$ cat src/rtl/enms_pkg.sv
// shared types, register indexes and helpers for the edge suppression block
`default_nettype none
package enms_pkg;

  localparam int unsigned MAG_W     = 8;
  localparam int unsigned DIR_IN_W  = 8;
  localparam int unsigned POS_W     = 10;
  localparam int unsigned CLASS_W   = 2;
  localparam int unsigned CFG_DIM_W = 11;
  localparam int unsigned CFG_DATA_W = 11;
  localparam int unsigned CFG_IDX_W = 3;

  localparam logic [DIR_IN_W-1:0] DEG_0   = 8'd0;
  localparam logic [DIR_IN_W-1:0] DEG_45  = 8'd45;
  localparam logic [DIR_IN_W-1:0] DEG_90  = 8'd90;
  localparam logic [DIR_IN_W-1:0] DEG_135 = 8'd135;

  localparam logic [CLASS_W-1:0] CLASS_NONE   = 2'd0;
  localparam logic [CLASS_W-1:0] CLASS_WEAK   = 2'd1;
  localparam logic [CLASS_W-1:0] CLASS_STRONG = 2'd2;

  typedef enum logic [CFG_IDX_W-1:0] {
    CFG_IMAGE_WIDTH  = 3'd0,
    CFG_IMAGE_HEIGHT = 3'd1,
    CFG_LOW_LEVEL    = 3'd2,
    CFG_HIGH_LEVEL   = 3'd3,
    CFG_STRONG_CODE  = 3'd4,
    CFG_WEAK_CODE    = 3'd5,
    CFG_NONE_CODE    = 3'd6
  } cfg_idx_e;

  typedef enum logic [2:0] {
    DIR_H    = 3'd0,
    DIR_D45  = 3'd1,
    DIR_V    = 3'd2,
    DIR_D135 = 3'd3,
    DIR_NONE = 3'd4
  } dir_e;

  typedef struct packed {
    logic [MAG_W-1:0]    magnitude_in;
    logic [DIR_IN_W-1:0] direction_in;
  } pix_in_t;

  typedef struct packed {
    logic [POS_W-1:0]   center_x;
    logic [POS_W-1:0]   center_y;
    logic [MAG_W-1:0]   kept_magnitude;
    logic [CLASS_W-1:0] edge_class;
    logic [MAG_W-1:0]   edge_value;
    logic               frame_last;
  } pix_out_t;

  // one line store entry: both magnitude rows and the direction row
  typedef struct packed {
    logic [MAG_W-1:0] upper;
    logic [MAG_W-1:0] middle;
    dir_e             dir;
  } line_t;

  // new right-hand column entering the 3x3 window
  typedef struct packed {
    logic [MAG_W-1:0] upper;
    logic [MAG_W-1:0] middle;
    logic [MAG_W-1:0] lower;
    dir_e             dir;
  } win_col_t;

  function automatic dir_e dir_encode(input logic [DIR_IN_W-1:0] d);
    dir_e r;
    r = DIR_NONE;
    if (d == DEG_0) begin
      r = DIR_H;
    end else if (d == DEG_45) begin
      r = DIR_D45;
    end else if (d == DEG_90) begin
      r = DIR_V;
    end else if (d == DEG_135) begin
      r = DIR_D135;
    end
    return r;
  endfunction

endpackage
`default_nettype wire

$ cat src/rtl/enms_window.sv
// 3x3 magnitude window, centre direction delay and the suppression compare
`default_nettype none
module enms_window (
  input  wire logic                    clk_i,
  input  wire logic                    rst_ni,
  input  wire logic                    shift_i,
  input  wire enms_pkg::win_col_t      col_i,
  output logic [enms_pkg::MAG_W-1:0]   kept_o
);
  import enms_pkg::*;

  // row-major: top, middle, bottom; left to right
  logic [MAG_W-1:0] win_q [9];
  logic [MAG_W-1:0] win_d [9];
  dir_e             cdir_q [2];
  dir_e             cdir_d [2];
  logic [MAG_W-1:0] nb1, nb2, centre;

  always_comb begin
    win_d  = win_q;
    cdir_d = cdir_q;
    if (shift_i) begin
      win_d[0]  = win_q[1];
      win_d[1]  = win_q[2];
      win_d[2]  = col_i.upper;
      win_d[3]  = win_q[4];
      win_d[4]  = win_q[5];
      win_d[5]  = col_i.middle;
      win_d[6]  = win_q[7];
      win_d[7]  = win_q[8];
      win_d[8]  = col_i.lower;
      cdir_d[1] = cdir_q[0];
      cdir_d[0] = col_i.dir;
    end
  end

  always_ff @(posedge clk_i or negedge rst_ni) begin
    if (!rst_ni) begin
      for (int i = 0; i < 9; i++) begin
        win_q[i] <= '0;
      end
      cdir_q[0] <= DIR_H;
      cdir_q[1] <= DIR_H;
    end else begin
      win_q  <= win_d;
      cdir_q <= cdir_d;
    end
  end

  // neighbours along the gradient of the centre pixel
  always_comb begin
    centre = win_q[4];
    case (cdir_q[1])
      DIR_H: begin
        nb1 = win_q[3];
        nb2 = win_q[5];
      end
      DIR_D45: begin
        nb1 = win_q[2];
        nb2 = win_q[6];
      end
      DIR_V: begin
        nb1 = win_q[1];
        nb2 = win_q[7];
      end
      DIR_D135: begin
        nb1 = win_q[0];
        nb2 = win_q[8];
      end
      default: begin
        nb1 = '0;
        nb2 = '0;
      end
    endcase
    kept_o = (centre >= nb1 && centre >= nb2) ? centre : '0;
  end

endmodule
`default_nettype wire
$ cat config.mk
export PLATFORM = sky130hd
export DESIGN_NAME = enms_window
export DESIGN_NICKNAME = d
export VERILOG_FILES = /design/src/rtl/enms_pkg.sv /design/src/rtl/enms_window.sv
export SDC_FILE = /design/constraint.sdc
export NUM_CORES = 1
export LEC_CHECK = 0
export ABC_AREA = 1
export BUFFER_PORTS_ARGS = -buffer_cell sky130_fd_sc_hd__buf_2
export CAP_MARGIN = 5
export CORE_MARGIN = 2
export CORE_UTILIZATION = 40
export CTS_CLUSTER_SIZE = 28
export DETAILED_ROUTE_END_ITERATION = 10
export GPL_TIMING_DRIVEN = 1
export SLEW_MARGIN = 20
export SYNTH_ARGS = -nofsm -noshare
export SYNTH_HDL_FRONTEND = slang
export SYNTH_SLANG_ARGS = --single-unit
$ cat constraint.sdc
create_clock -name clk_i -period 3.7 [get_ports clk_i]
set_input_delay 0.74 -clock clk_i [delete_from_list [all_inputs] [get_ports clk_i]]
set_output_delay 0.74 -clock clk_i [all_outputs]
set_load 0.02 [all_outputs]
==> reports/results.tsv, run 1 <==
stage	metric	value	unit
synthesis	Post-synth EDFFs	0	
critical_path	CP Data Arrival Time	2.71	ns
finish	# diodes	0	
timing	slew of the pin with the lowest slew margin	0.986	ns
global_routing	first-pass GRT wire length	12800	um
placed_design	gpl congestion	0.792	
global_routing	largest net degree at the start of global routing	98	
clock_network	Clock Latency Late Sink	0.34	ns
finish	Reg area	1950	um2
synthesis	#FFs+latches synth	78	
synthesis	Mapped Nets	496	
run_status	status	complete, no violations	
route	DR WL/cell	12.8	um
run	max-cap viol count	0	
critical_path	most frequent CP cell	nand2_1	
timing	slew margin rel.	34.2	%
clock_network	CTS clk-pin slew, worst paths	0.08	ns
timing	setup tns final	0	ns
global_routing	vias in the first global route	2747	
route	Detailed Route WL	7690	um
clock_network	CTS tree	done	
critical_path	crit path launch type	register	
floorplan	die width	101	um
floorplan	die area	10200	um2
synthesis	register area share after synthesis	52.0	%
synthesis	ys flop type	dfrtp_1	
synthesis	cell taking the most area after synthesis	dfrtp_1	
finish	multi-input logic area	1450	um2
floorplan	Initial Util	41.0	%
global_routing	initial antenna violation count	0	
timing	Final Worst Setup Slack	0.247	ns
critical_path	Crit path max-delay family	simple AND/OR/NAND/NOR gates	
synthesis	Yosys cell types	18	
critical_path	Worst Setup SP	cdir_q[2]$_DFFE_PN0P_	
floorplan	Core Area	9150	um2
finish	# nets final	532	
synthesis	most common library cells after synthesis	nand2_1, inv_1, dfrtp_1	
placed_design	area post-placement	3980	um2
timing	Hold Vio Cnt, Final	0	
floorplan	die height	101	um
global_routing	total gr overflow	0	
route	Vias	2881	
critical_path	Buf+Inv Stages, Crit Path	2	
critical_path	crit path cell chain	clkinvlp_4, nand3_4, o22ai_1, or2_1, ha_1, nand2_1, nor2_1, nor2_1, nand2_1, nand2_1, nand2_1, nand2_1, nor2_1, buf_2	
critical_path	slowest stage delay, CP	0.44	ns
floorplan	I/O pin count	38	
route	1st-pass router iterations	4	
placed_design	port bufs	37	
critical_path	FF-to-FF Start	cdir_q[2]$_DFFE_PN0P_	
placed_design	Post-DP HPWL	4840	um
synthesis	fraction of registers with async set/reset	100	%
route	DRC	0	
floorplan	# rows	35	
clock_network	CTS Root Cell	clkbuf_8	
synthesis	Cells after Synth	450	
finish	post-route design area	4260	um2
critical_path	highest-delay cell along the critical path	dfrtp_1	
route	via-per-instance ratio	4.79	
global_routing	Total GRT Usage	15.8	%
synthesis	post-synth top area share	52.0	%
synthesis	Ys Warns	0	
synthesis	synthesized cell area	3750	um2
timing	RSZ-0062 raised after global routing	false	
critical_path	WS Path Type	register to output port	
worst_hold_path	min-delay src	win_q[12]$_DFFE_PN0P_	
timing	worst hold slack	0.476	ns
timing	Achievable Freq	290	MHz
synthesis	top post-synthesis cells by area	dfrtp_1, nand2_1, o21ai_0	
finish	Fillers	910	
power	leakage power	2.12	nW
finish	Cell Count, Final, Fillers Out	601	
timing	final period utilization	93.3	%
critical_path	Critical Path RT	2.96	ns
timing	Worst Skew	0.00797	ns
timing	final max-slew violation count	0	
clock_network	CTS max path bufs	2	
timing	minimum clock period	3.45	ns
worst_hold_path	worst min-delay path category	register to register	
power	Total Power	1.99	mW
clock_network	CTS Hold Buffers Added	0	
clock_network	CTS H-tree lvls	3	
finish	share of cells above drive strength 1	14.7	%
critical_path	CP Capture Type	output port	
finish	Layout area overhead	13.5	%
critical_path	CP max FO	8	
placed_design	worst slack at placement	0.501	ns
power	Peak supply drop	0.000185	V
route	Starting DRT DRC Count	158	
clock_network	CTS sink cnt	78	
finish	Core Util, Final	46.5	%
clock_network	CTS Buf Count	9	
synthesis	most frequent cell after synthesis	nand2_1	
power	power per cell area	467	nW/um2
placed_design	placed instance count	579	
synthesis	synthesized area per cell	8.34	um2
route	Post-DRT Antenna Nets	0	
timing	# setup viols final	0	
[metal layers]
| layer | global-route usage, % | up-vias | routed length, um |
|---|---|---|---|
| li1 | - | 1502 | - |
| met1 | 21.9 | 1335 | 3870 |
| met2 | 24.8 | 40 | 3530 |
| met3 | 3.74 | 4 | 252 |
| met4 | 4.74 | 0 | 44 |
| met5 | 0 | - | 0 |
[layout make-up]
| class | count | share of cell area, % |
|---|---|---|
| clock buffers | 10 | 3.00 |
| well taps | 111 | 3.26 |
| repair buffers | 44 | 5.70 |
| inverters | 83 | 7.49 |
| flip-flops and latches | 78 | 45.9 |
| clock inverters | 5 | 0.646 |
| multi-input cells | 270 | 34.0 |
[state kept, by name, indices dropped and copies added, names as in the netlist]
register	cells
cdir_q	6
centre	8
win_q	64
[kinds of logic (layout without fill, tap and decap cells)]
logic type / count (synthesis) / count (layout) / synth area share, %
AO/OA/AOI/OAI: 114 / 114 / 16.4
multiplexers: 2 / 2 / 0.600
adder cells (fa/ha/maj): 16 / 16 / 5.33
flip-flops: 78 / 78 / 52.0
AND/OR/NAND/NOR: 136 / 138 / 14.3
buffers and inverters: 104 / 142 / 11.4
[power breakdown]
group	internal (mW)	switching [mW]	total, mW
sequential	0.946	0.0497	0.995
clock	0.236	0.299	0.534
combinational	0.167	0.295	0.462
[placed cells by master, fill, tap and decap left out, types with 4 or more instances in the layout]
cell type  count
inv_1         81
dfrtp_1       76
a21oi_1        5
o21ai_0       75
buf_4          9
nand3_4        4
clkbuf_8       9
nor2_1        28
nand2_1      100
ha_1          16
buf_2         35
clkinv_2       4
o22ai_1       32
[worst reg2reg max path, cell delays in order, from the launching register on]
cell and delay (ns):
dfrtp_1 0.44, clkinvlp_4 0.23, o21ai_0 0.19
[final timing paths]
check,endpoint,slack (ns),cells after the start
worst max-delay path,kept_o[5],0.25,14
worst min-delay path,win_q[20]$_DFFE_PN0P_,0.48,2
worst max register to register,cdir_q[2]$_DFFE_PN0P_,2.76,2
worst min register to register,win_q[20]$_DFFE_PN0P_,0.48,2
max in group asynchronous,cdir_q[1]$_DFFE_PN0P_,2.47,1
min in group asynchronous,win_q[62]$_DFFE_PN0P_,0.54,1
[timing repair]
item,in CTS,in global routing
resized for setup,0,13
setup buffers,0,5
endpoints found under the setup margin,0,8
Power figures use the tool's default switching activity.
==> run 2: changes to the inputs <==
Settings changed: CORE_UTILIZATION 40 to 41.
==> run 2 against run 1 <==
Clock-buffer cell count is 1 higher; worst setup slack worse by 0.025 ns; combinational power is 5.2% lower; cell count is 1.5% lower; critical endpoint unchanged; sequential power hardly changed; first-iteration DRC count is 3.2% lower; clock power is 16% higher; design area is 1.2% lower; worst hold slack worse by 0.056 ns; clock skew is 0.00085 ns higher.
==> reports/results.tsv, run 2 (synthesized netlist as in run 1, its figures left out) <==
stage	metric	value	unit	change
clock_network	CTS Root Cell	clkbuf_8		unchanged
clock_network	# resized after CTS	0		unchanged
critical_path	highest-delay cell along the critical path	dfrtp_1		unchanged
timing	minimum clock period	3.48	ns	was 3.45 ns
route	1st-pass router iterations	5		was 4
floorplan	die area	9940	um2	was 10200 um2
floorplan	Initial Util	42.6	%	was 41.0%
critical_path	slowest stage delay, CP	0.41	ns	was 0.44 ns
critical_path	crit path launch type	register		unchanged
floorplan	# rows	34		was 35
critical_path	most frequent CP cell	nand2_1		unchanged
floorplan	die height	99.7	um	was 101 um
finish	Reg with most FFs	win_q		unchanged
run	max-cap viol count	0		unchanged
clock_network	CTS clk-pin slew, worst paths	0.08	ns	about the same
timing	Hold Vio Cnt, Final	0		unchanged
floorplan	die width	99.7	um	was 101 um
global_routing	total gr overflow	0		unchanged
route	DR WL/cell	13.0	um	was 12.8 um
finish	commonest non-fill, non-tap cell in the layout	nand2_1		unchanged
clock_network	CTS tree	done		unchanged
global_routing	largest net degree at the start of global routing	100		was 98
global_routing	initial antenna violation count	0		unchanged
route	Detailed Route WL	7710	um	was 7690 um
route	via-per-instance ratio	4.82		was 4.79
timing	Achievable Freq	288	MHz	was 290 MHz
global_routing	first-pass GRT wire length	13100	um	was 12800 um
clock_network	CTS max path bufs	2		unchanged
power	power per cell area	489	nW/um2	was 467 nW/um2
finish	# diodes	0		unchanged
timing	slew of the pin with the lowest slew margin	0.845	ns	was 0.986 ns
placed_design	port bufs	37		unchanged
finish	commonest cells after routing, fill and taps aside	nand2_1, inv_1, dfrtp_1, o21ai_0, buf_2		unchanged
critical_path	crit path cell chain	inv_1, nand3_4, o22ai_1, nor2_1, ha_1, nand2_1, nor2_1, nor2_1, nand2_1, nand2_1, nand2_1, nand2_1, nor2_1, buf_2		was clkinvlp_4, nand3_4, o22ai_1, or2_1, ha_1, nand2_1, nor2_1, nor2_1, nand2_1, nand2_1, nand2_1, nand2_1, nor2_1, buf_2
timing	Worst Skew	0.00882	ns	was 0.00797 ns
clock_network	CTS Hold Buffers Added	0		unchanged
power	leakage power	2.12	nW	about the same
critical_path	Critical Path RT	2.96	ns	about the same
clock_network	Clock Latency Late Sink	0.34	ns	about the same
critical_path	Worst Setup SP	cdir_q[2]$_DFFE_PN0P_		unchanged
global_routing	Total GRT Usage	16.7	%	was 15.8%
placed_design	Post-DP HPWL	5000	um	was 4840 um
route	Starting DRT DRC Count	153		was 158
placed_design	gpl congestion	0.841		was 0.792
critical_path	FF-to-FF Start	cdir_q[2]$_DFFE_PN0P_		unchanged
critical_path	R2R cell count	2		unchanged
critical_path	CP Data Arrival Time	2.74	ns	was 2.71 ns
floorplan	I/O pin count	38		unchanged
finish	share of cells above drive strength 1	12.8	%	was 14.7%
timing	RSZ-0062 raised after global routing	false		unchanged
route	Vias	2852		was 2881
finish	Layout area overhead	12.2	%	was 13.5%
run_status	status	complete, no violations		unchanged
global_routing	vias in the first global route	2810		was 2747
clock_network	Post-CTS Setup Inserts	0		unchanged
timing	final period utilization	94.0	%	was 93.3%
critical_path	WS Path Type	register to output port		unchanged
power	Total Power	2.06	mW	was 1.99 mW
finish	# nets final	526		was 532
timing	# setup viols final	0		unchanged
route	DRC	0		unchanged
clock_network	CTS Buf Count	9		unchanged
worst_hold_path	worst min-delay path category	input pin to asynchronous set/reset pin		was register to register
finish	max reg flops	64		unchanged
floorplan	Core Area	8810	um2	was 9150 um2
timing	setup tns final	0	ns	unchanged
critical_path	worst reg2reg setup slack	2.81	ns	was 2.76 ns
timing	slew margin rel.	43.6	%	was 34.2%
timing	final max-slew violation count	0		unchanged
clock_network	CTS H-tree lvls	3		unchanged
power	Peak supply drop	0.000211	V	was 0.000185 V
critical_path	crit path capture	kept_o[5]		unchanged
critical_path	CP Capture Type	output port		unchanged
clock_network	CTS sink cnt	78		unchanged
critical_path	CP max FO	16		was 8
critical_path	reg2reg end	cdir_q[2]$_DFFE_PN0P_		unchanged
route	Post-DRT Antenna Nets	0		unchanged
[run 2: worst min path at each step]
stage / slack (ns) / end / from / cells past startpoint
3_3_place_gp: 0.45 / win_q[9]$_DFFE_PN0P_ / win_q[1]$_DFFE_PN0P_ / 2
2_1_floorplan: 0.44 / cdir_q[0]$_DFFE_PN0P_ / rst_ni / 0
5_1_grt: 0.48 / cdir_q[1]$_DFFE_PN0P_ / rst_ni / 1
6_report: 0.42 / win_q[54]$_DFFE_PN0P_ / rst_ni / 1
4_1_cts: 0.49 / win_q[20]$_DFFE_PN0P_ / win_q[12]$_DFFE_PN0P_ / 2
3_5_place_dp: 0.46 / win_q[11]$_DFFE_PN0P_ / win_q[3]$_DFFE_PN0P_ / 2
[run 2: stage by stage]
step / area (um2) / instances / setup WS [ns] / util [%] / hold WS (ns)
after global routing: 4210 / 592 / 0.00505 / 47.8 / 0.484
final: 4210 / 592 / 0.222 / 47.8 / 0.421
after CTS: 4170 / 591 / 0.0952 / 47.3 / 0.486
after detailed placement: 3980 / 576 / 0.493 / 45.2 / 0.464
after global placement: 3980 / 576 / 0.545 / 45.2 / 0.454
after floorplan: 3750 / 450 / 0.944 / - / 0.444
[run 2: area by class of cell]
cell class              count  area [um2]
fillers                   900        4600
flip-flops and latches     78        1950
multi-input cells         269        1410
inverters                  83         312
repair buffers             39         209
clock buffers              11         141
well taps                 108         135
clock inverters             4        47.5
[run 2: where the power goes]
| group | switching, mW | internal (mW) |
|---|---|---|
| Combinational | 0.283 | 0.156 |
| Clock | 0.297 | 0.324 |
| Sequential | 0.0532 | 0.945 |
| Total | 0.633 | 1.43 |
[run 2: routing by layer]
| metal | GRT usage (%) | share of wire, % | up-vias | routed length, um |
|---|---|---|---|---|
| met5 | 0 | 0 | - | 0 |
| met4 | 6.64 | 1.9 | 0 | 145 |
| met3 | 3.87 | 3.0 | 12 | 235 |
| met2 | 25.5 | 45 | 49 | 3480 |
| met1 | 23.1 | 50 | 1304 | 3850 |
| li1 | - | - | 1487 | - |
[run 2: worst max-delay path: cells and delay by family, from the launching register on]
family                   cells  cell delay [ns]
AO/OA/AOI/OAI                1             0.23
AND/OR/NAND/NOR             10             1.04
flip-flops                   1             0.41
adder cells (fa/ha/maj)      1             0.30
buffers and inverters        2             0.42
==> run 3: changes to the inputs <==
Settings changed: CORE_MARGIN 2 to 4.
==> run 3 against run 2 <==
Design area up 0.92%; sequential share of layout area decreased by 0.42 points; cell count is 0.17% higher; non-clock buffer count is the same; fmax fell by 0.11%; utilization rose by 0.44 points; via count increased by 0.70%; flip-flop and latch count unchanged; critical path type unchanged; largest power group unchanged; highest routed layer is now met3.
==> reports/results.tsv, run 3 (synthesized netlist as in run 1, its figures left out) <==
stage	metric	value	unit	change
clock_network	CTS clk-pin slew, worst paths	0.09	ns	was 0.08 ns
critical_path	Critical Path RT	2.96	ns	about the same
timing	slew of the pin with the lowest slew margin	0.968	ns	was 0.845 ns
floorplan	I/O pin count	38		unchanged
timing	Worst Skew	0.00539	ns	was 0.00882 ns
power	Total Power	2.16	mW	was 2.06 mW
route	via-per-instance ratio	4.84		was 4.82
timing	slew margin rel.	35.5	%	was 43.6%
critical_path	WS Path Type	register to output port		unchanged
critical_path	crit path launch type	register		unchanged
global_routing	largest net degree at the start of global routing	83		was 100
route	DRC	0		unchanged
timing	final max-slew violation count	0		unchanged
route	1st-pass router iterations	5		unchanged
finish	# nets final	526		unchanged
timing	Achievable Freq	287	MHz	was 288 MHz
critical_path	CP Capture Type	output port		unchanged
clock_network	Clock Latency Late Sink	0.34	ns	about the same
timing	final period utilization	94.1	%	was 94.0%
critical_path	CP max FO	16		unchanged
floorplan	Initial Util	42.6	%	unchanged
floorplan	# rows	34		unchanged
finish	max reg flops	64		unchanged
global_routing	vias in the first global route	2877		was 2810
clock_network	CTS Root Cell	clkbuf_8		unchanged
route	highest metal used	met3		was met4
finish	# diodes	0		unchanged
timing	minimum clock period	3.48	ns	about the same
finish	Core Util, Final	48.3	%	was 47.8%
route	Starting DRT DRC Count	72		was 153
route	Post-DRT Antenna Nets	0		unchanged
finish	share of cells above drive strength 1	13.4	%	was 12.8%
critical_path	FF-to-FF Start	cdir_q[0]$_DFFE_PN0P_		was cdir_q[2]$_DFFE_PN0P_
global_routing	Total GRT Usage	14.7	%	was 16.7%
finish	commonest cells after routing, fill and taps aside	nand2_1, inv_1, dfrtp_1, o21ai_0, buf_2		unchanged
route	routed length on met1	3810	um	was 3850 um
timing	# setup viols final	0		unchanged
clock_network	CTS max path bufs	2		unchanged
global_routing	first-pass GRT wire length	13300	um	was 13100 um
worst_hold_path	worst min-delay path category	register to register		was input pin to asynchronous set/reset pin
power	power per cell area	509	nW/um2	was 489 nW/um2
floorplan	Core Area	8810	um2	unchanged
floorplan	die height	104	um	was 99.7 um
placed_design	Post-DP HPWL	5080	um	was 5000 um
route	met2 routed wirelength	3630	um	was 3480 um
finish	Fillers	880		was 900
route	Vias	2872		was 2852
placed_design	gpl congestion	0.773		was 0.841
power	leakage power	2.13	nW	was 2.12 nW
clock_network	Post-CTS Setup Inserts	0		unchanged
clock_network	CTS H-tree lvls	3		unchanged
global_routing	initial antenna violation count	0		unchanged
run_status	status	complete, no violations		unchanged
critical_path	CP Data Arrival Time	2.74	ns	about the same
floorplan	die area	10700	um2	was 9940 um2
clock_network	CTS sink cnt	78		unchanged
global_routing	total gr overflow	0		unchanged
finish	Layout area overhead	13.2	%	was 12.2%
placed_design	port bufs	37		unchanged
route	Detailed Route WL	7790	um	was 7710 um
critical_path	Worst Setup SP	cdir_q[0]$_DFFE_PN0P_		was cdir_q[2]$_DFFE_PN0P_
route	DR WL/cell	13.1	um	was 13.0 um
finish	commonest non-fill, non-tap cell in the layout	nand2_1		unchanged
clock_network	CTS tree	done		unchanged
finish	Reg with most FFs	win_q		unchanged
clock_network	CTS Buf Count	9		unchanged
run	max-cap viol count	0		unchanged
clock_network	# resized after CTS	0		unchanged
worst_hold_path	min-delay src	win_q[4]$_DFFE_PN0P_		
floorplan	die width	104	um	was 99.7 um
timing	Hold Vio Cnt, Final	0		unchanged
route	routed wl met3	342	um	was 235 um
power	Peak supply drop	0.000224	V	was 0.000211 V
clock_network	CTS Hold Buffers Added	0		unchanged
-- run 3: stage by stage --
stage	TNS (ns)	setup WS (ns)	cell area (um2)	hold WS, ns	instances
floorplan	0	0.944	3750	0.444	450
global placement	0	0.555	3980	0.454	576
detailed placement	0	0.535	3980	0.460	576
CTS	0	0.133	4210	0.481	592
global route	-0.0441	-0.0184	4250	0.514	593
finish	0	0.218	4250	0.481	593
-- run 3: final cells by class --
type | instances | area (um2) | area share (%)
inverter | 83 | 312 | 7.33
timing repair buffer | 39 | 205 | 4.83
clock inverter | 6 | 93.8 | 2.21
tap | 108 | 135 | 3.18
clock buffer | 10 | 138 | 3.24
sequential | 78 | 1950 | 45.9
multi-input combinational | 269 | 1410 | 33.3
-- run 3: critical path: stages, from the launching register on --
cell     delay, ns
dfrtp_1       0.52
nor2_4        0.21
nand2_4       0.17
o22ai_1       0.20
nor2_1        0.07
ha_1          0.29
nand2_1       0.07
nor2_1        0.10
nor2_1        0.04
nand2_1       0.06
nand2_1       0.05
nand2_1       0.05
nand2_1       0.16
nor2_1        0.20
buf_2         0.20
-- run 3: path summary, 6_finish.rpt --
kind | end | slack [ns] | cells after the start
setup / recovery | kept_o[0] | 0.22 | 14
hold / removal | win_q[12]$_DFFE_PN0P_ | 0.48 | 2
setup reg to reg | cdir_q[0]$_DFFE_PN0P_ | 2.81 | 2
hold reg to reg | win_q[12]$_DFFE_PN0P_ | 0.48 | 2
max in group asynchronous | win_q[16]$_DFFE_PN0P_ | 2.53 | 1
min in group asynchronous | win_q[62]$_DFFE_PN0P_ | 0.54 | 1
-- run 3: where the power goes --
part	internal, mW	total (mW)	switching [mW]
Clock	0.403	0.725	0.322
Sequential	0.945	0.998	0.0535
Combinational	0.155	0.438	0.282
Total	1.50	2.16	0.658
-- run 3: per-layer routing --
layer | up-vias | global-route usage, %
li1 | 1488 | -
met1 | 1330 | 20.2
met2 | 54 | 23.7
met3 | 0 | 4.04
met4 | 0 | 2.85
met5 | - | 0
